--- src/xkt_pkg.sv ---
// ----------------------------------------------------------------------------
// xkt_pkg
// Shared constants and types for the repeating-key xor trial checker.
// ----------------------------------------------------------------------------
`default_nettype none

package xkt_pkg;

    localparam int MAX_TEXT = 4096;
    localparam int MAX_KEY  = 8;

    // byte counter must be able to hold MAX_TEXT itself
    localparam int CNT_W  = $clog2(MAX_TEXT + 1);
    // room for 9 * space count
    localparam int PROD_W = CNT_W + 4;

    localparam int KEY_W     = 64;
    localparam int KEY_LEN_W = 4;
    localparam int KEY_POS_W = 3;

    // configuration register indexes
    localparam logic CFG_KEY_BYTES  = 1'b0;
    localparam logic CFG_KEY_LENGTH = 1'b1;

    // characters of interest
    localparam logic [7:0] CH_SPACE   = 8'h20;
    localparam logic [7:0] CH_UPPER_A = 8'h41;
    localparam logic [7:0] CH_UPPER_Z = 8'h5A;
    localparam logic [7:0] CH_CASE    = 8'h20;
    localparam logic [7:0] CH_A       = 8'h61;
    localparam logic [7:0] CH_E       = 8'h65;
    localparam logic [7:0] CH_G       = 8'h67;
    localparam logic [7:0] CH_H       = 8'h68;
    localparam logic [7:0] CH_M       = 8'h6D;
    localparam logic [7:0] CH_N       = 8'h6E;
    localparam logic [7:0] CH_O       = 8'h6F;
    localparam logic [7:0] CH_Y       = 8'h79;
    localparam logic [7:0] CH_Z       = 8'h7A;

    // words_found bit positions
    localparam int WORD_NEM  = 0;
    localparam int WORD_HOGY = 1;
    localparam int WORD_AZ   = 2;
    localparam int WORD_HA   = 3;

    typedef struct packed {
        logic [7:0] cipher_byte;
        logic       last_byte;
    } xkt_item_t;

    typedef struct packed {
        logic [KEY_W-1:0]     key_bytes;
        logic [KEY_LEN_W-1:0] key_len;   // already clamped to 1..MAX_KEY
    } xkt_cfg_t;

endpackage

`default_nettype wire

--- src/xkt_core.sv ---
// ----------------------------------------------------------------------------
// xkt_core
// Decrypt, word scan, counters and verdict, ending in the result register.
// ----------------------------------------------------------------------------
`default_nettype none

module xkt_core
    import xkt_pkg::*;
(
    input  wire logic       clk,
    input  wire logic       rst_n,
    input  wire xkt_cfg_t   cfg,
    input  wire logic       item_valid,
    input  wire xkt_item_t  item,
    output logic            item_take,
    output logic            out_valid,
    input  wire logic       out_stall,
    output logic [7:0]      plain_byte,
    output logic            verdict_valid,
    output logic            plausible
);

    logic [KEY_POS_W-1:0] key_pos_reg,   key_pos_next;
    logic [CNT_W-1:0]     byte_cnt_reg,  byte_cnt_next;
    logic [CNT_W-1:0]     space_cnt_reg, space_cnt_next;
    logic [23:0]          recent_reg,    recent_next;
    logic [3:0]           words_reg,     words_next;

    logic                 out_valid_reg;
    logic [7:0]           plain_reg;
    logic                 verdict_reg;
    logic                 plausible_reg;

    logic [7:0]           key_byte;
    logic [7:0]           p;
    logic [7:0]           low;
    logic                 counting;
    logic [7:0]           b1, b2, b3;
    logic [3:0]           words_upd;
    logic [CNT_W-1:0]     byte_cnt_upd;
    logic [CNT_W-1:0]     space_cnt_upd;
    logic [PROD_W-1:0]    sp_ext, len_ext, sp_x6, sp_x9;
    logic                 pass;

    assign item_take = item_valid && (!out_valid_reg || !out_stall);

    assign key_byte = cfg.key_bytes[{key_pos_reg, 3'b000} +: 8];
    assign p        = item.cipher_byte ^ key_byte;
    assign low      = (p >= CH_UPPER_A && p <= CH_UPPER_Z) ? (p + CH_CASE) : p;
    assign counting = byte_cnt_reg < CNT_W'(MAX_TEXT);

    assign b1 = recent_reg[7:0];
    assign b2 = recent_reg[15:8];
    assign b3 = recent_reg[23:16];

    always_comb
    begin
        words_upd     = words_reg;
        byte_cnt_upd  = byte_cnt_reg;
        space_cnt_upd = space_cnt_reg;
        recent_next   = recent_reg;
        if (counting)
        begin
            if (b2 == CH_N && b1 == CH_E && low == CH_M)
            begin
                words_upd[WORD_NEM] = 1'b1;
            end
            if (b3 == CH_H && b2 == CH_O && b1 == CH_G && low == CH_Y)
            begin
                words_upd[WORD_HOGY] = 1'b1;
            end
            if (b1 == CH_A && low == CH_Z)
            begin
                words_upd[WORD_AZ] = 1'b1;
            end
            if (b1 == CH_H && low == CH_A)
            begin
                words_upd[WORD_HA] = 1'b1;
            end
            recent_next  = {recent_reg[15:0], low};
            byte_cnt_upd = byte_cnt_reg + CNT_W'(1);
            if (p == CH_SPACE)
            begin
                space_cnt_upd = space_cnt_reg + CNT_W'(1);
            end
        end
    end

    // 6 * spaces < length < 9 * spaces, as shifts and adds
    assign sp_ext  = PROD_W'(space_cnt_upd);
    assign len_ext = PROD_W'(byte_cnt_upd);
    assign sp_x6   = (sp_ext << 2) + (sp_ext << 1);
    assign sp_x9   = (sp_ext << 3) + sp_ext;
    assign pass    = (words_upd == 4'hF) && (sp_x6 < len_ext) && (len_ext < sp_x9);

    always_comb
    begin
        if ((KEY_LEN_W'(key_pos_reg) + KEY_LEN_W'(1)) >= cfg.key_len)
        begin
            key_pos_next = '0;
        end
        else
        begin
            key_pos_next = key_pos_reg + KEY_POS_W'(1);
        end
        byte_cnt_next  = byte_cnt_upd;
        space_cnt_next = space_cnt_upd;
        words_next     = words_upd;
        // end of message clears everything for the next one
        if (item.last_byte)
        begin
            key_pos_next   = '0;
            byte_cnt_next  = '0;
            space_cnt_next = '0;
            words_next     = '0;
        end
    end

    always_ff @(posedge clk or negedge rst_n)
    begin
        if (!rst_n)
        begin
            key_pos_reg   <= '0;
            byte_cnt_reg  <= '0;
            space_cnt_reg <= '0;
            recent_reg    <= '0;
            words_reg     <= '0;
            out_valid_reg <= 1'b0;
        end
        else
        begin
            if (item_take)
            begin
                key_pos_reg   <= key_pos_next;
                byte_cnt_reg  <= byte_cnt_next;
                space_cnt_reg <= space_cnt_next;
                recent_reg    <= item.last_byte ? 24'h0 : recent_next;
                words_reg     <= words_next;
                out_valid_reg <= 1'b1;
            end
            else if (!out_stall)
            begin
                out_valid_reg <= 1'b0;
            end
        end
    end

    always_ff @(posedge clk)
    begin
        if (item_take)
        begin
            plain_reg     <= p;
            verdict_reg   <= item.last_byte;
            plausible_reg <= item.last_byte && pass;
        end
    end

    assign out_valid     = out_valid_reg;
    assign plain_byte    = plain_reg;
    assign verdict_valid = verdict_reg;
    assign plausible     = plausible_reg;

endmodule

`default_nettype wire

--- config.mk ---
export PLATFORM = sky130hd
export DESIGN_NAME = xkt_core
export DESIGN_NICKNAME = d
export VERILOG_FILES = /design/src/xkt_pkg.sv /design/src/xkt_core.sv
export SDC_FILE = /design/constraint.sdc
export NUM_CORES = 1
export LEC_CHECK = 0
export BUFFER_PORTS_ARGS = -buffer_cell sky130_fd_sc_hd__buf_2
export CELL_PAD_IN_SITES_DETAIL_PLACEMENT = 1
export CELL_PAD_IN_SITES_GLOBAL_PLACEMENT = 1
export CORE_ASPECT_RATIO = 1.25
export CORE_MARGIN = 1.5
export CORE_UTILIZATION = 48
export DETAILED_ROUTE_END_ITERATION = 7
export PLACE_DENSITY = 0.95
export SLEW_MARGIN = 20
export SYNTH_ARGS = -nofsm -noshare
export SYNTH_HDL_FRONTEND = slang
export SYNTH_SLANG_ARGS = --single-unit
--- constraint.sdc ---
create_clock -name clk -period 16.7 [get_ports clk]
set_input_delay 3.34 -clock clk [delete_from_list [all_inputs] [get_ports clk]]
set_output_delay 3.34 -clock clk [all_outputs]
set_load 0.005 [all_outputs]
Word level (Yosys, flattened, before mapping)
Index checks and enable logic that the tools add are counted.
- input bits: 81
- bits in registers: 68
- shift-type cells: 1
- eq/ne operators: 14
- mux-type cells: 18
- $lt $le $gt $ge: 6
- bitwise gates (word level): 1
- reduce and logical (&&, ||, !) cells: 17
- $add $sub $neg: 7
- operators with widths (operator ; count):
    $eq 8x7->1 const B ; 11
    $mux 13 ; 5
    $shiftx 64x7->8 ; 1
    $mux 24 ; 2
    $add 13x1->13 const B ; 2
    $add 16x13->17 ; 1
    $lt 13x17->1 ; 1
    $add 15x14->16 ; 1
    $lt 16x13->1 ; 1
    $lt 13x13->1 const B ; 1
    $logic_and 1x1->1 ; 12
    $add 8x6->8 const B ; 1
    $eq 8x6->1 const B ; 1
    $ge 8x7->1 const B ; 1
    $le 8x7->1 const B ; 1
    $mux 4 ; 2
    $mux 8 ; 1
    $xor 8x8->8 ; 1
    $mux 1 ; 6
    $mux 3 ; 2
    $add 3x1->4 const B ; 1
    $eq 4x4->1 const B ; 1
    $ge 4x4->1 ; 1
    $add 3x1->3 const B ; 1
    other kinds (5) ; 6

Depth between registers and ports, before layout
Gate-level depths: netlist of the first run.
- word-level depth: 13
- gate-level depth with buffers: 30
- mapped depth without buffers: 27

Worst setup path before layout of the first run
No wires, ideal clock.
- path kind: input to register
- start point: input cfg[61] (netlist name)
- end point: register plausible_reg (netlist: plausible) (data pin)
- slack: 7605 ps
- data required time: 16436 ps
- data arrival time: 8832 ps
- cell stages on the path: 25
- path through: mux2i_1 -> mux4_2 -> xnor2_1 -> nand4b_1 -> buf_2 -> nor4_1 -> or2_2 -> clkbuf_1 -> ha_1 -> o21ai_0 -> o41ai_1 -> o21bai_1 -> maj3_1 -> o21ai_0 -> xor2_1 -> ha_1 -> nand4_1 -> or3_1 -> a2111oi_0 -> a211oi_1 -> a2111oi_4 -> o31ai_1 -> mux2_2 -> o31ai_2 -> a211oi_1
- word-level cells in the longest chain between the ends: 13
- elaborated cells between the ends (all ways): 31
- classes of those cells: add/sub: 3; order compare: 4; eq/ne: 6; shift: 1; mux: 8; bitwise: 1; reduce/logical: 8
- RTL lines (what ; line ; RTL):
    from (decl) ; xkt_core.sv:12 ; input wire xkt_cfg_t cfg,
    $shiftx 64x7->8 (*) ; xkt_core.sv:47 ; assign key_byte = cfg.key_bytes[{key_pos_reg, 3'b000} +: 8];
    $xor 8x8->8 (*) ; xkt_core.sv:48 ; assign p = item.cipher_byte ^ key_byte;
    $ge 8x7->1 / $le 8x7->1 (equally long branches) ; xkt_core.sv:49 ; assign low = (p >= CH_UPPER_A && p <= CH_UPPER_Z) ? (p + CH_CASE) : p;
    $logic_and 1x1->1 ; xkt_core.sv:49 ;
    $mux 8 (*) ; xkt_core.sv:49 ;
    via low[1] ; xkt_core.sv:36 ; logic [7:0] low;
    $eq 8x7->1 (on tied branches) ; n/a ;
    $logic_and 1x1->1 (on tied branches) ; n/a ;
    $mux 1 (on tied branches) ; n/a ;
    $mux 4 (*) ; xkt_core.sv:62 ; if (counting)
    $eq 4x4->1 (*) ; xkt_core.sv:94 ; assign pass = (words_upd == 4'hF) && (sp_x6 < len_ext) && (len_ext < sp_x9);
    $logic_and 1x1->1 (*) (2 in series) ; xkt_core.sv:94 ;
    $logic_and 1x1->1 (*) ; xkt_core.sv:154 ; plausible_reg <= item.last_byte && pass;
    to (signal assigned) ; xkt_core.sv:154 ;
    to (decl) ; xkt_core.sv:32 ; logic plausible_reg;
Mark *: on every way through the listed nets, which the timed path passes. The rest lies on a longest branch.
A chain may end at the register's enable or synchronous reset.

Worst setup path in the final report of the first run
- start point: input cfg[18] (netlist name)
- end point: register plausible_reg (netlist: plausible) (data pin)
- word-level cells in the longest chain between the ends: 13
- elaborated cells between the ends (all ways): 31
- classes of those cells: add/sub: 3; order compare: 4; eq/ne: 6; shift: 1; mux: 8; bitwise: 1; reduce/logical: 8
- RTL lines (what ; line ; RTL):
    $shiftx 64x7->8 (*) ; xkt_core.sv:47 ;
    $xor 8x8->8 (*) ; xkt_core.sv:48 ;
    via p[6] ; xkt_core.sv:35 ; logic [7:0] p;
    parallel branches: the longest is 9 deep, another holds $add 15x14->16 ; n/a ;
    $logic_and 1x1->1 (*) ; xkt_core.sv:94 ;
    $logic_and 1x1->1 (*) ; xkt_core.sv:154 ;
Mark *: on every way through the listed nets, which the timed path passes.

==> flow_metrics.tcl, run 1 <==
set metrics [dict create \
    grt.overflow.total 0 \
    wl_per_cell_um 24.66 \
    dr.pass1.iters 5 \
    drv_slew 0 \
    place.gp.congestion 0.9080 \
    regToRegStartpoint "key_pos_reg[1]" \
    syn-instance-count 702 \
    hold_path.class "reg -> reg" \
    hold_viol_final 0 \
    wl_met1_um 8125 \
    cts.reportedPaths.clkPinSlew_ns 0.07 \
    cts_tree "done" \
    fin_nets 910 \
    drt.antenna.violating_nets 0 \
    worstPathRequired_ns 16.78 \
    synth-xor-area-share_pct 7.861 \
    outcome "completed" \
    critPathKind "in -> reg" \
    stdcell_count 952 \
    dp_hpwl_um 16450 \
    power_leakage_nw 3.273 \
    synth_fa_ha_area_share_pct 10.40 \
    rows 46 \
    start_util_pct 49.02 \
    power_density_mw_per_mm2 110.5 \
    critPathCapture "plausible" \
    rsz0062_at_grt "no" \
    pwr-share-comb_pct 44.4 \
    ir_drop_uv 70.60 \
    p_sw_share_pct 43.03 \
    syn_area_per_cell_um2 8.842 \
    syn_nets 833 \
    syn_area_mm2 0.006207 \
    crit_path_end_kind "flop" \
    rr_worst_depth 24 \
    wl_um 23480 \
    area_growth_pct 13.83 \
    synth-simple-area-share_pct 18.30 \
    portBuffers 92 \
    period_share_pct 61.92 \
    drive_gt1_share_pct 18.11 \
    clockBufferDepth 2 \
    die_w_um 104.7 \
    r2r_slack_ns 8.33 \
    top_layer "met4" \
    placed_cells 936 \
    yosys.cell_types.count 79 \
    antenna_found_initial 0 \
    clkLatencyLatePin_ns 0.34 \
    htreeDepth 3 \
    grt_pass1_vias 6872 \
    route.detailed.drc 0 \
    cts_buffers 9 \
    synth_edf_count 10 \
    ys_seq_elements 68 \
    drt-initial-drc-count 425 \
    ys_seq_area_share_pct 28.22 \
    worst_slew_pin_slew_ns 0.9757 \
    clock_sinks 68 \
    p_sw_uw 336.0 \
    track_usage_pct 34.93 \
    postCtsResizedCells 0 \
    post-cts-setup-buffers 0 \
    largest_reg_flops 24 \
    synth-compound-area-share_pct 21.49 \
    async_flop_share_pct 85.29 \
    wl_met2_um 11850 \
    wl_met3_um 1485 \
    pwr-share-clk_pct 25.9 \
    clockRootBuffer "clkbuf_16" \
    core-area_mm2 0.01266 \
    yosysWarnings 0 \
    top_level_ports 93 \
    max-slew-margin-rel_pct 34.49 \
    p_seq_share_pct 29.7 \
    fmax_ghz 0.09670 \
    insertedDiodeCount 0 \
    synth_top_family_by_area "compound AO/OA/AOI/OAI gates" \
    grt_start_max_net_pins 59 \
    startpoint "cfg[18]" \
    fin_crit_ns 10.34 \
    reg2reg_to "plausible" \
    worstPathArrival_ns 10.42 \
    crit_path_max_fanout 12 \
    setup_viol 0 \
    grt_pass1_wl_um 36660 \
    p_int_uw 444.9 \
    die_area_mm2 0.01363 \
    avgViaCountPerCell 6.588 \
    muxShareOfSynthArea_pct 8.285 \
    fp.dieH_um 130.1 \
    vias 6272 \
    synth_ff_type "dfrtp_1" \
    tns_ns 0 \
    hold_buffers 0 \
    cp-start-kind "primary input" \
    maxCapViolations 0 \
    clock-skew-final_ns 0.008194 \
]
layout by cell type (no fill, tap or decap), types with 5 or more instances in the layout:
cell type,synthesis,layout
buf_4,2,6
a21oi_1,41,41
nor2_1,37,36
xnor2_1,35,35
nor4_1,6,6
mux2_2,6,6
nand2_1,61,61
edfxtp_1,10,10
mux2_1,7,7
mux2i_1,30,30
ha_1,50,50
o21ai_0,45,45
dfrtp_1,58,58
o21ai_1,5,5
buf_2,3,92
nor3_1,12,12
nand4_1,14,14
clkbuf_16,0,9
or3_1,7,7
a21o_1,18,18
nor2b_1,8,8
o22ai_1,9,9
a22o_1,27,27
xor2_1,17,17
nand3_1,16,16
and3_1,7,7
and2_1,6,6
nand2b_1,9,9
inv_1,44,44
power groups by stage:
| stage | logic (mW) | clock network, mW | registers [mW] |
|---|---|---|---|
| after CTS | 0.341 | 0.202 | 0.230 |
| final | 0.346 | 0.202 | 0.232 |
| after detailed placement | 0.324 | 0 | 0.230 |
| after global routing | 0.372 | 0.209 | 0.234 |
| after floorplan | 0.251 | 0 | 0.208 |
| after global placement | 0.298 | 0 | 0.226 |
metal layers:
metal / track usage [%] / vias up
li1: - / 2740
met1: 34.34 / 3033
met2: 65.48 / 367
met3: 6.244 / 132
met4: 26.99 / 0
met5: 0 / -
cell families after synthesis:
kind of cell / Yosys count
buffers and inverters: 78
xor gates and xnor gates: 54
muxes: 46
DFF: 68
adders and majority gates: 52
AOI/OAI and AO/OA: 196
and+or+nand+nor: 208
worst min path at each step:
stage | from | endpoint | slack (ns) | cells past startpoint
final | recent_reg[16] | recent_reg[16] | 0.53 | 1
after global routing | space_cnt_reg[12] | space_cnt_reg[12] | 0.54 | 2
after CTS | space_cnt_reg[12] | space_cnt_reg[12] | 0.52 | 2
after detailed placement | recent_reg[19] | recent_reg[19] | 0.49 | 1
after global placement | out_valid | out_valid | 0.47 | 2
after floorplan | recent_reg[6] | recent_reg[6] | 0.45 | 2
cells in the mapped netlist (5+ instances only):
library cell	instances	area [um2]
o21ai_1	5	25.02
mux2_2	6	67.56
a21o_1	18	135.1
ha_1	50	625.6
nand2_1	61	229.0
nor2b_1	8	50.05
a22o_1	27	236.5
o22ai_1	9	56.30
and3_1	7	43.79
a21oi_1	41	205.2
nor3_1	12	60.06
mux2_1	7	78.83
clkbuf_1	20	75.07
or3_1	7	43.79
mux2i_1	30	300.3
nor4_1	6	37.54
inv_1	44	165.2
nand4_1	14	87.58
nor2_1	37	138.9
edfxtp_1	10	300.3
dfrtp_1	58	1451
xor2_1	17	148.9
and2_1	6	37.54
nand3_1	16	80.08
nand2b_1	9	56.30
xnor2_1	35	306.5
o21ai_0	45	225.2
per-stage QoR:
| stage | hold WS, ns | instance area, um2 | util (%) | power, mW | setup WS [ns] |
|---|---|---|---|---|---|
| 2_1_floorplan | 0.4540 | 6207 | - | 0.4587 | 7.605 |
| 3_3_place_gp | 0.4748 | 6758 | 53.37 | 0.5240 | 6.542 |
| 3_5_place_dp | 0.4906 | 6758 | 53.37 | 0.5547 | 6.185 |
| 4_1_cts | 0.5237 | 7063 | 55.78 | 0.7722 | 6.470 |
| 5_1_grt | 0.5431 | 7066 | 55.80 | 0.8149 | 6.050 |
| 6_report | 0.5273 | 7066 | 55.80 | 0.7809 | 6.359 |
final cells by class:
cell class,instances,area [um2]
clock buffer,9,225.2
timing repair buffer,98,505.5
multi-input combinational,556,4120
fill,1504,5597
inverter,46,172.7
tap,168,210.2
sequential,68,1752
clock inverter,7,80.08
critical path, stage by stage:
cell       delay (ns)
buf_2            0.09
mux2i_1          0.08
mux4_2           0.50
xor2_1           0.34
inv_2            0.12
a221o_1          0.57
nor4_4           0.43
nand3_1          0.14
xnor2_1          0.71
ha_1             0.39
o21ai_0          0.13
o41ai_1          0.09
o21bai_1         0.23
maj3_1           0.41
o21ai_0          0.21
xor2_1           0.10
ha_1             0.32
nand4_1          0.19
or3_1            0.41
a2111oi_0        0.35
a211oi_1         0.15
a2111oi_4        0.37
o31ai_1          0.15
mux2_2           0.29
o31ai_2          0.19
a211oi_1         0.10
(Power assumes the default switching activity.)
==> run 2, diff against run 1 <==
Settings changed: CORE_UTILIZATION 48 to 40, PLACE_DENSITY 0.95 to 0.89.
Clock period 16.7 ns to 8.4 ns, I/O delays scaled along.
==> flow_metrics.tcl, run 2 (same netlist as run 1, synthesis figures left out) <==
set metrics [dict create \
    postCtsResizedCells 0 \
    mostFrequentLayoutCell "buf_2" \
    ir_drop_uv 119.0 \
    period_share_pct 92.23 \
    cts_buffers 9 \
    start_util_pct 41.17 \
    cts_tree "done" \
    cts.reportedPaths.clkPinSlew_ns 0.07 \
    fp.dieH_um 142.3 \
    wl_um 20690 \
    wl_per_cell_um 20.57 \
    cp-start-kind "primary input" \
    rsz0062_at_grt "no" \
    fin_nets 924 \
    clock_sinks 68 \
    placed_area_mm2 0.006913 \
    tns_ns 0 \
    power_density_mw_per_mm2 209.8 \
    worstPathRequired_ns 8.49 \
    critPathKind "in -> reg" \
    antenna_found_initial 0 \
    core-area_mm2 0.01508 \
    avgViaCountPerCell 6.093 \
    crit_path_end_kind "flop" \
    vias 6130 \
    crit_path_max_fanout 6 \
    grt.overflow.total 0 \
    fillers 1801 \
    dp_hpwl_um 15480 \
    multi_input_area_mm2 0.004118 \
    worstPathArrival_ns 7.84 \
    hold_path.class "reg -> reg" \
    regArea_mm2 0.001752 \
    fin_crit_ns 7.748 \
    grt_pass1_vias 6723 \
    post-route-util_pct 47.85 \
    track_usage_pct 26.41 \
    dr.pass1.iters 5 \
    hold_viol_final 0 \
    die_area_mm2 0.01628 \
    rr_worst_depth 25 \
    top_level_ports 93 \
    post-cts-setup-buffers 0 \
    hold_depth 2 \
    drv_slew 0 \
    htreeDepth 3 \
    grt_pass1_wl_um 33780 \
    final_area_mm2 0.007214 \
    drt-initial-drc-count 399 \
    clkLatencyLatePin_ns 0.34 \
    totalPowerFinal_mw 1.514 \
    setup_viol 0 \
    grt_start_max_net_pins 59 \
    clockBufferDepth 2 \
    drt.antenna.violating_nets 0 \
    portBuffers 92 \
    drive_gt1_share_pct 19.42 \
    die_w_um 114.4 \
    power_leakage_nw 3.347 \
    worst_slew_pin_slew_ns 0.9837 \
    clock-skew-final_ns 0.009595 \
    maxCapViolations 0 \
    max-slew-margin-rel_pct 34.35 \
    insertedDiodeCount 0 \
    rows 50 \
    route.detailed.drc 0 \
    outcome "completed" \
    place.gp.congestion 0.8902 \
    area_growth_pct 16.23 \
    largest_reg_flops 24 \
    hold_buffers 0 \
    fmax_ghz 0.1291 \
    clockRootBuffer "clkbuf_16" \
    most-common-layout-cells "buf_2, nand2_1, dfrtp_1, ha_1, o21ai_0" \
]
run 2: stage by stage:
| stage | worst slack [ns] | hold WS (ns) | std cells |
|---|---|---|---|
| 2_1_floorplan | 0.9646 | 0.4540 | 702 |
| 3_3_place_gp | 0.6302 | 0.4740 | 990 |
| 3_5_place_dp | 0.3765 | 0.4903 | 990 |
| 4_1_cts | 0.6973 | 0.5172 | 1006 |
| 5_1_grt | 0.1865 | 0.5438 | 1006 |
| 6_report | 0.6524 | 0.5185 | 1006 |
run 2: cell type report:
cell class                 count  share of cell area (%)
clock buffer                  10                   3.469
clock inverter                 6                  0.7111
inverter                      46                   2.393
sequential                    68                   24.28
multi-input combinational    556                   57.08
tap                          208                   3.607
timing repair buffer         112                   8.463
run 2: worst paths after layout:
| check | endpoint | slack [ns] | startpoint |
|---|---|---|---|
| max in group asynchronous | byte_cnt_reg[3] | 6.43 | rst_n |
| max reg2reg | plausible | 0.99 | key_pos_reg[1] |
| min in group asynchronous | recent_reg[5] | 1.47 | rst_n |
| min reg2reg | space_cnt_reg[12] | 0.52 | space_cnt_reg[12] |
| max | plausible | 0.65 | cfg[66] |
| min | space_cnt_reg[12] | 0.52 | space_cnt_reg[12] |
run 2: worst max-delay path, cell delays in order:
cell	delay [ns]
buf_2	0.09
mux2i_1	0.05
mux4_2	0.50
xor2_1	0.31
inv_2	0.12
a221o_1	0.45
nor4_4	0.27
buf_4	0.18
nand3_1	0.09
xnor2_1	0.27
ha_1	0.30
o21ai_0	0.09
o41ai_1	0.08
o21bai_1	0.21
maj3_1	0.40
o21ai_0	0.23
xor2_1	0.10
ha_1	0.31
nand4_1	0.15
or3_1	0.39
a2111oi_0	0.33
a211oi_1	0.14
a2111oi_4	0.37
o21ai_1	0.14
mux2_2	0.29
o31ai_2	0.17
a211oi_1	0.10
run 2: routing by layer:
metal | vias to the layer above | routed length (um) | share of wire, % | track usage [%]
li1 | 2772 | - | - | -
met1 | 3000 | 7624 | 37 | 28.03
met2 | 275 | 10800 | 52 | 48.69
met3 | 83 | 1128 | 5.5 | 4.259
met4 | 0 | 1137 | 5.5 | 15.59
met5 | - | 0 | 0 | 0
run 2: where the power goes:
group	switching (mW)	total [mW]	internal, mW
clock network	0.170	0.394	0.224
logic	0.379	0.657	0.278
registers	0.0815	0.463	0.381
total	0.630	1.51	0.883
